<file path="src/rtl/core/bcm_pkg.sv">
// Shared types and constants of the box collision move checker.
`timescale 1ns / 1ps
`default_nettype none
package bcm_pkg;
   localparam int MAX_OBJECTS_DEF = 512;
   localparam int MAX_SHAPES_DEF  = 32;
   localparam int IDX_W  = 9;
   localparam int POS_W  = 16;
   localparam int SIZE_W = 16;
   localparam int SHP_W  = 5;
   localparam int SHAPE_WORD_W = 2 * SIZE_W;

   typedef enum logic [1:0] {
      FUNC_SHAPE  = 2'd0,
      FUNC_CREATE = 2'd1,
      FUNC_MOVE   = 2'd2,
      FUNC_NOP    = 2'd3
   } func_type;

   localparam logic [1:0] ST_DONE    = 2'd0;
   localparam logic [1:0] ST_FULL    = 2'd1;
   localparam logic [1:0] ST_BLOCKED = 2'd2;
   localparam logic [1:0] ST_UNUSED  = 2'd3;

   typedef struct packed {
      logic [SHP_W-1:0] shape;
      logic [POS_W-1:0] x;
      logic [POS_W-1:0] y;
   } obj_type;
endpackage
`default_nettype wire

</file>
<file path="src/rtl/core/bcm_cell.sv">
// One object cell of the rotating object ring.
`timescale 1ns / 1ps
`default_nettype none
module bcm_cell (
   input  wire logic            clock,
   input  wire bcm_pkg::obj_type shift_in,
   input  wire logic            load,
   input  wire bcm_pkg::obj_type load_data,
   output bcm_pkg::obj_type      shift_out
);
   bcm_pkg::obj_type data_ff;
   bcm_pkg::obj_type data_in;

   always_comb begin
      data_in = load ? load_data : shift_in;
   end

   always_ff @(posedge clock) begin
      data_ff <= data_in;
   end

   assign shift_out = data_ff;
endmodule
`default_nettype wire

</file>
<file path="config.mk">
export PLATFORM = sky130hd
export DESIGN_NAME = bcm_cell
export DESIGN_NICKNAME = d
export VERILOG_FILES = /design/src/rtl/core/bcm_pkg.sv /design/src/rtl/core/bcm_cell.sv
export SDC_FILE = /design/constraint.sdc
export NUM_CORES = 1
export LEC_CHECK = 0
export BUFFER_PORTS_ARGS = -buffer_cell sky130_fd_sc_hd__buf_4
export CORE_ASPECT_RATIO = 0.8
export CORE_MARGIN = 8
export CORE_UTILIZATION = 34
export DETAILED_ROUTE_END_ITERATION = 8
export HOLD_SLACK_MARGIN = 0.15
export PLACE_DENSITY_LB_ADDON = 0.25
export SYNTH_ARGS = -nofsm -noshare
export SYNTH_HDL_FRONTEND = slang
export SYNTH_SLANG_ARGS = --single-unit
</file>
<file path="constraint.sdc">
create_clock -name clock -period 0.8 [get_ports clock]
set_clock_uncertainty 0.1 [all_clocks]
set_input_delay 0.04 -clock clock [delete_from_list [all_inputs] [get_ports clock]]
set_output_delay 0.04 -clock clock [all_outputs]
set_load 0.03 [all_outputs]
</file>
== Word level (Yosys, flattened, before mapping) ==
Cells that the tools add are included.

* Bits in registers: 37
* Input bits: 76
* Output and inout bits: 37
* Logic and storage cells: 4

* Mux-type cells: 1

{| class="wikitable"
|+ Operators by type and width
! cell !! number
|-
| 37-bit 2-to-1 mux || 1
|}

== Longest topological paths before layout ==
Gate-level depths: netlist of the first run.

* Word-level depth: 1
* Gate-level depth with buffers: 3
* Depth with buffers taken out: 1

== Worst setup path before layout of the first run ==
Ideal clock, no wire load.

* Path type: input-to-reg
* Start: in load
* End: reg data_ff, in the netlist shift_out[10]
* Setup time: 121 ps
* Data arrival time: 611 ps
* Data required time: 579 ps
* Slack: -32 ps
* Stages on the path: 3
* Path buffers: 2
* Cell sequence: buf_6 buf_12 mux2_4

{| class="wikitable"
|+ RTL lines
! what !! line !! source
|-
| start: declaration || bcm_cell.sv:7 || <nowiki>input wire logic load,</nowiki>
|-
| end signal: assignment || bcm_cell.sv:19 || <nowiki>data_ff <= data_in;</nowiki>
|-
| end: declaration || bcm_cell.sv:11 || <nowiki>bcm_pkg::obj_type data_ff;</nowiki>
|}

== Worst setup path in the final report of the first run ==
* Start: reg data_ff, in the netlist shift_out[17]
* End: out shift_out[17] (netlist name)

{| class="wikitable"
|+ RTL lines
! what !! line !! source
|-
| end: declaration || bcm_cell.sv:9 || <nowiki>output bcm_pkg::obj_type shift_out</nowiki>
|}

No word-level cell between the ends.

==> flow_summary.yaml, run 1 <==
clocking:
  cts_sinks: 37
  cts_buffer_depth: 2
  root_buffer: "clkbuf_8"
  htree_levels: 2
  cts.clk_slew.worst_paths_ps: 70
  cts_tree: "done"
  numCtsBuffers: 5
  post_cts_buffers: 0
critical_path:
  criticalPathCategory: "flip-flop to output port"
  crit_path_cell_trace: "buf_6"
  crit_family: "flip-flops"
  end_kind: "output port"
  path_buf_inv: 1
  crit_fanout: 1
  slowest_delay_ps: 330
  arrival_ps: 730
  critPathLaunchType: "flip-flop"
  cp_slowest_cell: "dfxtp_2"
  required_ps: 660
finish:
  area.growth.synth_to_final_pct: 89.5
  fin_cells: 252
  num_antenna_cells: 0
  final_util_pct: 66.8
  nNetsFinal: 272
  multi_input_area_sq_um: 529
  nFillCells: 288
  largest_register_ffs: 37
  seq_area_sq_um: 787
  drive_above_1_share_pct: 99.5
logic_synthesis:
  yosysUniqueCellTypes: 5
  syn_nets: 154
  synth_xor_area_share_pct: 0
  yosys_register_bits: 37
  synth_top_area_share_pct: 55.2
  yosysTopAreaCell: "dfxtp_1"
  yosys-top-cells-area: "dfxtp_1, mux2_4, mux2_2"
  syn_area_sq_mm: 0.00134
  yosys.area_share.simple_pct: 0
  synth_mux_area_share_pct: 39.5
  netlist_instances: 78
  yosysWarnings: 0
  synth.avg_cell_area_sq_um: 17.2
  synthAdderAreaFrac_pct: 0
  synth_top_family_by_area: "multiplexers"
  seq_area_frac_synth_pct: 55.2
  synth_compound_area_share_pct: 0
global_routing:
  grt-ovfl-total: 0
  grt_pass1_vias: 1215
  grt_pass1_wl_mm: 5.87
  antenna_found_initial: 0
  grt_usage_pct: 12.2
  grt_start_max_net_pins: 15
sta:
  tightest_slew_ps: 110
  fin_crit_sh_pct: 109
  tns_ps: -2280
  drv_slew: 0
  relSlewSlack_pct: 92.7
  hold_violations: 37
  hold_slack_ps: -117
  fmax_mhz: 1150
  timing.final.ws_setup_ps: -71.2
  rsz0062_at_grt: "yes"
  period_needed_ps: 871
  setup_viol: 37
floorplan:
  core_area_sq_mm: 0.00380
  num_rows: 20
  die_h_microns: 72.2
  die_area_sq_mm: 0.00622
  die_x_microns: 86.2
  initial_core_util_pct: 35.3
  io_pins: 113
drt:
  num_vias: 1028
  dr.first_iter.drc_count: 27
  vias_per_cell: 4.08
  drt_first_pass_iters: 2
  wire_per_inst_microns: 15.6
  drc: 0
  routed_wl_mm: 3.94
  ant_nets: 0
placement:
  dpl.cell_count: 244
  place.gp.congestion: 0.714
  port-buffer-count: 112
job:
  max_cap_violations: 0
power:
  seqPwrFrac_pct: 42.2
  netSwitchingPower_uw: 1170
  p_int_uw: 3770
  power_density_mw_per_mm2: 1940
  power_uw: 4940
  power_frac_clock_pct: 32.9
  combinationalPowerShare_pct: 24.9
  p_leak_uw: 0.00126
  ir_drop_v: 0.00120
  p_sw_share_pct: 23.8
worst_hold_path:
  hold_path.class: "input port to flip-flop"
outcome:
  status: "complete, but fails checks"
  violations: "negative hold slack, negative setup slack"
-- final cells by class --
class	instances	area share [%]
clock buffer	7	3.40
clock inverter	1	1.18
multi-input combinational	37	20.8
sequential	37	31.0
tap	55	2.71
timing repair buffer	115	40.9
-- what timing repair did --
| action | in CTS | in global routing |
|---|---|---|
| setup endpoints to repair | 37 | 37 |
| gates cloned | 0 | 0 |
| pin swaps | 0 | 0 |
| resized for setup | 74 | 0 |
| hold endpoints to repair | 37 | 37 |
-- routing by layer --
metal,GRT usage [%],part of all wire (%),vias up
met2,23.4,54,58
met5,0,0,-
met1,11.6,37,463
met3,4.18,8.3,5
met4,5.14,1.3,0
li1,-,-,502
-- path summary, 6_finish.rpt --
check	startpoint	endpoint	slack, ps	cells after the start
max	shift_out[17]$_DFF_P_	shift_out[17]	-70	1
min	load_data[20]	shift_out[20]$_DFF_P_	-120	2
-- stage by stage --
step	setup WS [ps]	instance area (sq um)
CTS	-85.9	2540
global route	-104	2540
detailed placement	-135	2240
global placement	-109	2240
finish	-71.2	2540
floorplan	-7.76	1350
-- cell usage after synthesis --
| library cell | instances |
|---|---|
| buf_12 | 3 |
| dfxtp_1 | 37 |
| mux2_4 | 30 |
| mux2_2 | 7 |
| buf_6 | 1 |
-- layout by cell type (no fill, tap or decap) --
cell type,n
buf_12,3
buf_6,37
dfxtp_2,37
mux2_2,7
buf_4,75
bufinv_16,1
mux2_4,30
clkbuf_1,1
clkbuf_8,6
-- power by group through the flow --
stage               clock [uW]  sequential (uW)  combinational (uW)
floorplan                    0             2370                 303
global placement             0             2070                1130
detailed placement           0             2070                1150
CTS                       1690             2090                1240
global route              1770             2100                1290
finish                    1620             2090                1230
-- cells by family (layout without fill, tap and decap cells) --
family / count (synthesis) / in the layout
buffers and inverters: 4 / 123
flip-flops: 37 / 37
multiplexers: 37 / 37
Power figures use the tool's default switching activity.
==> inputs of run 2 (changes only) <==
- PLACE_DENSITY: not set -> 0.85
- PLACE_DENSITY_LB_ADDON: 0.25 -> not set
- SLEW_MARGIN: not set -> 20
==> run 2 against run 1 <==
  * First-iteration DRC count grew 41%
  * Highest routed layer unchanged
  * Flip-flop and latch count is the same
  * Largest power group unchanged
  * Sequential share of layout area shrank 0.061 points
  * Via count up 4.8%
  * Routed wire length up 11%
  * The run still ends with negative hold slack, negative setup slack left
==> flow_summary.yaml, run 2 (synthesis results as in run 1) <==
drt:
  route.met3.wl_microns: 546
  vias_per_cell: 4.22
  ant_nets: 0
  wire_per_inst_microns: 17.1
  drt_first_pass_iters: 4
  dr.first_iter.drc_count: 38
  wl_met2_mm: 2.01
  routed_wl_mm: 4.36
  m1WireLength_mm: 1.78
  highest_layer: "met4"
  num_vias: 1077
  drc: 0
job:
  max_cap_violations: 0
sta:
  hold_violations: 37
  tightest_slew_ps: 125
  drv_slew: 0
  period_needed_ps: 882
  fmax_mhz: 1130
  rsz0062_at_grt: "yes"
  setup_viol: 37
  hold_slack_ps: -120
  fin_crit_sh_pct: 110
  timing.final.ws_setup_ps: -81.8
  relSlewSlack_pct: 91.7
global_routing:
  antenna_found_initial: 0
  grt_pass1_wl_mm: 6.38
  grt-ovfl-total: 0
  grt_pass1_vias: 1218
  grt_start_max_net_pins: 12
  grt_usage_pct: 13.6
critical_path:
  crit_path_cell_trace: "buf_6"
  arrival_ps: 740
  cp_slowest_cell: "dfxtp_2"
  crit_fanout: 1
  critPathLaunchType: "flip-flop"
  criticalPathCategory: "flip-flop to output port"
  required_ps: 660
  path_buf_inv: 1
  end_kind: "output port"
  slowest_delay_ps: 330
  crit_family: "flip-flops"
finish:
  seq_area_sq_um: 787
  nNetsFinal: 276
  final_util_pct: 66.9
  layout_common_cells: "buf_4, buf_6, dfxtp_2"
  multi_input_area_sq_um: 529
  drive_above_1_share_pct: 100
  fin_area_sq_mm: 0.00255
  largest_register_ffs: 37
  nFillCells: 266
  area.growth.synth_to_final_pct: 89.8
  num_antenna_cells: 0
  layout_commonest_cell: "buf_4"
clocking:
  cts_sinks: 37
  cts_buffer_depth: 2
  htree_levels: 2
  numCtsBuffers: 5
  cts.clk_slew.worst_paths_ps: 70
  cts_tree: "done"
  post_cts_buffers: 0
  root_buffer: "clkbuf_8"
floorplan:
  io_pins: 113
  initial_core_util_pct: 35.3
  die_h_microns: 72.2
  core_area_sq_mm: 0.00380
  die_area_sq_mm: 0.00622
  num_rows: 20
  die_x_microns: 86.2
worst_hold_path:
  hold_path.class: "input port to flip-flop"
placement:
  place_area_sq_mm: 0.00226
  dp_hpwl_mm: 3.50
  place.gp.congestion: 0.718
  port-buffer-count: 112
outcome:
  violations: "negative hold slack, negative setup slack"
  status: "complete, but fails checks"
power:
  power_density_mw_per_mm2: 1910
  p_leak_uw: 0.00127
  ir_drop_v: 0.00106
==> run 2: through the flow <==
stage / hold WS (ps) / std cells / setup WS (ps) / power [uW] / TNS (ps)
floorplan: 82.9 / 78 / -7.76 / 2680 / -233
finish: -120 / 255 / -81.8 / 4860 / -2440
global route: -135 / 255 / -109 / 5060 / -3560
CTS: -135 / 255 / -90.8 / 4920 / -2940
detailed placement: 169 / 248 / -120 / 3230 / -3270
global placement: 166 / 248 / -100 / 3210 / -2730
==> run 2: area by class of cell <==
cell class                 instances  area share [%]
sequential                        37            30.9
timing repair buffer             119            41.5
clock buffer                       5            2.70
clock inverter                     2            1.38
multi-input combinational         37            20.8
tap                               55            2.70
==> run 2: what timing repair did <==
action	CTS	global route
gates resized for setup	74	0
hold endpoints to repair	37	37
endpoints found under the setup margin	37	37
==> run 2: layer usage <==
layer / vias up / GRT usage (%)
met3: 5 / 7.67
met4: 0 / 3.43
met5: - / 0
met1: 482 / 14.6
li1: 510 / -
met2: 80 / 22.4
==> run 2: path summary, 6_finish.rpt <==
path / cells after the start / end / startpoint
max: 1 / shift_out[24] / shift_out[24]$_DFF_P_
min: 2 / shift_out[6]$_DFF_P_ / load_data[6]
==> run 2: report_power, final <==
group	internal [uW]	switching [uW]	leakage [uW]
logic	734	511	0.000901
registers	2020	67.3	0.000312
clock network	906	618	0.0000540
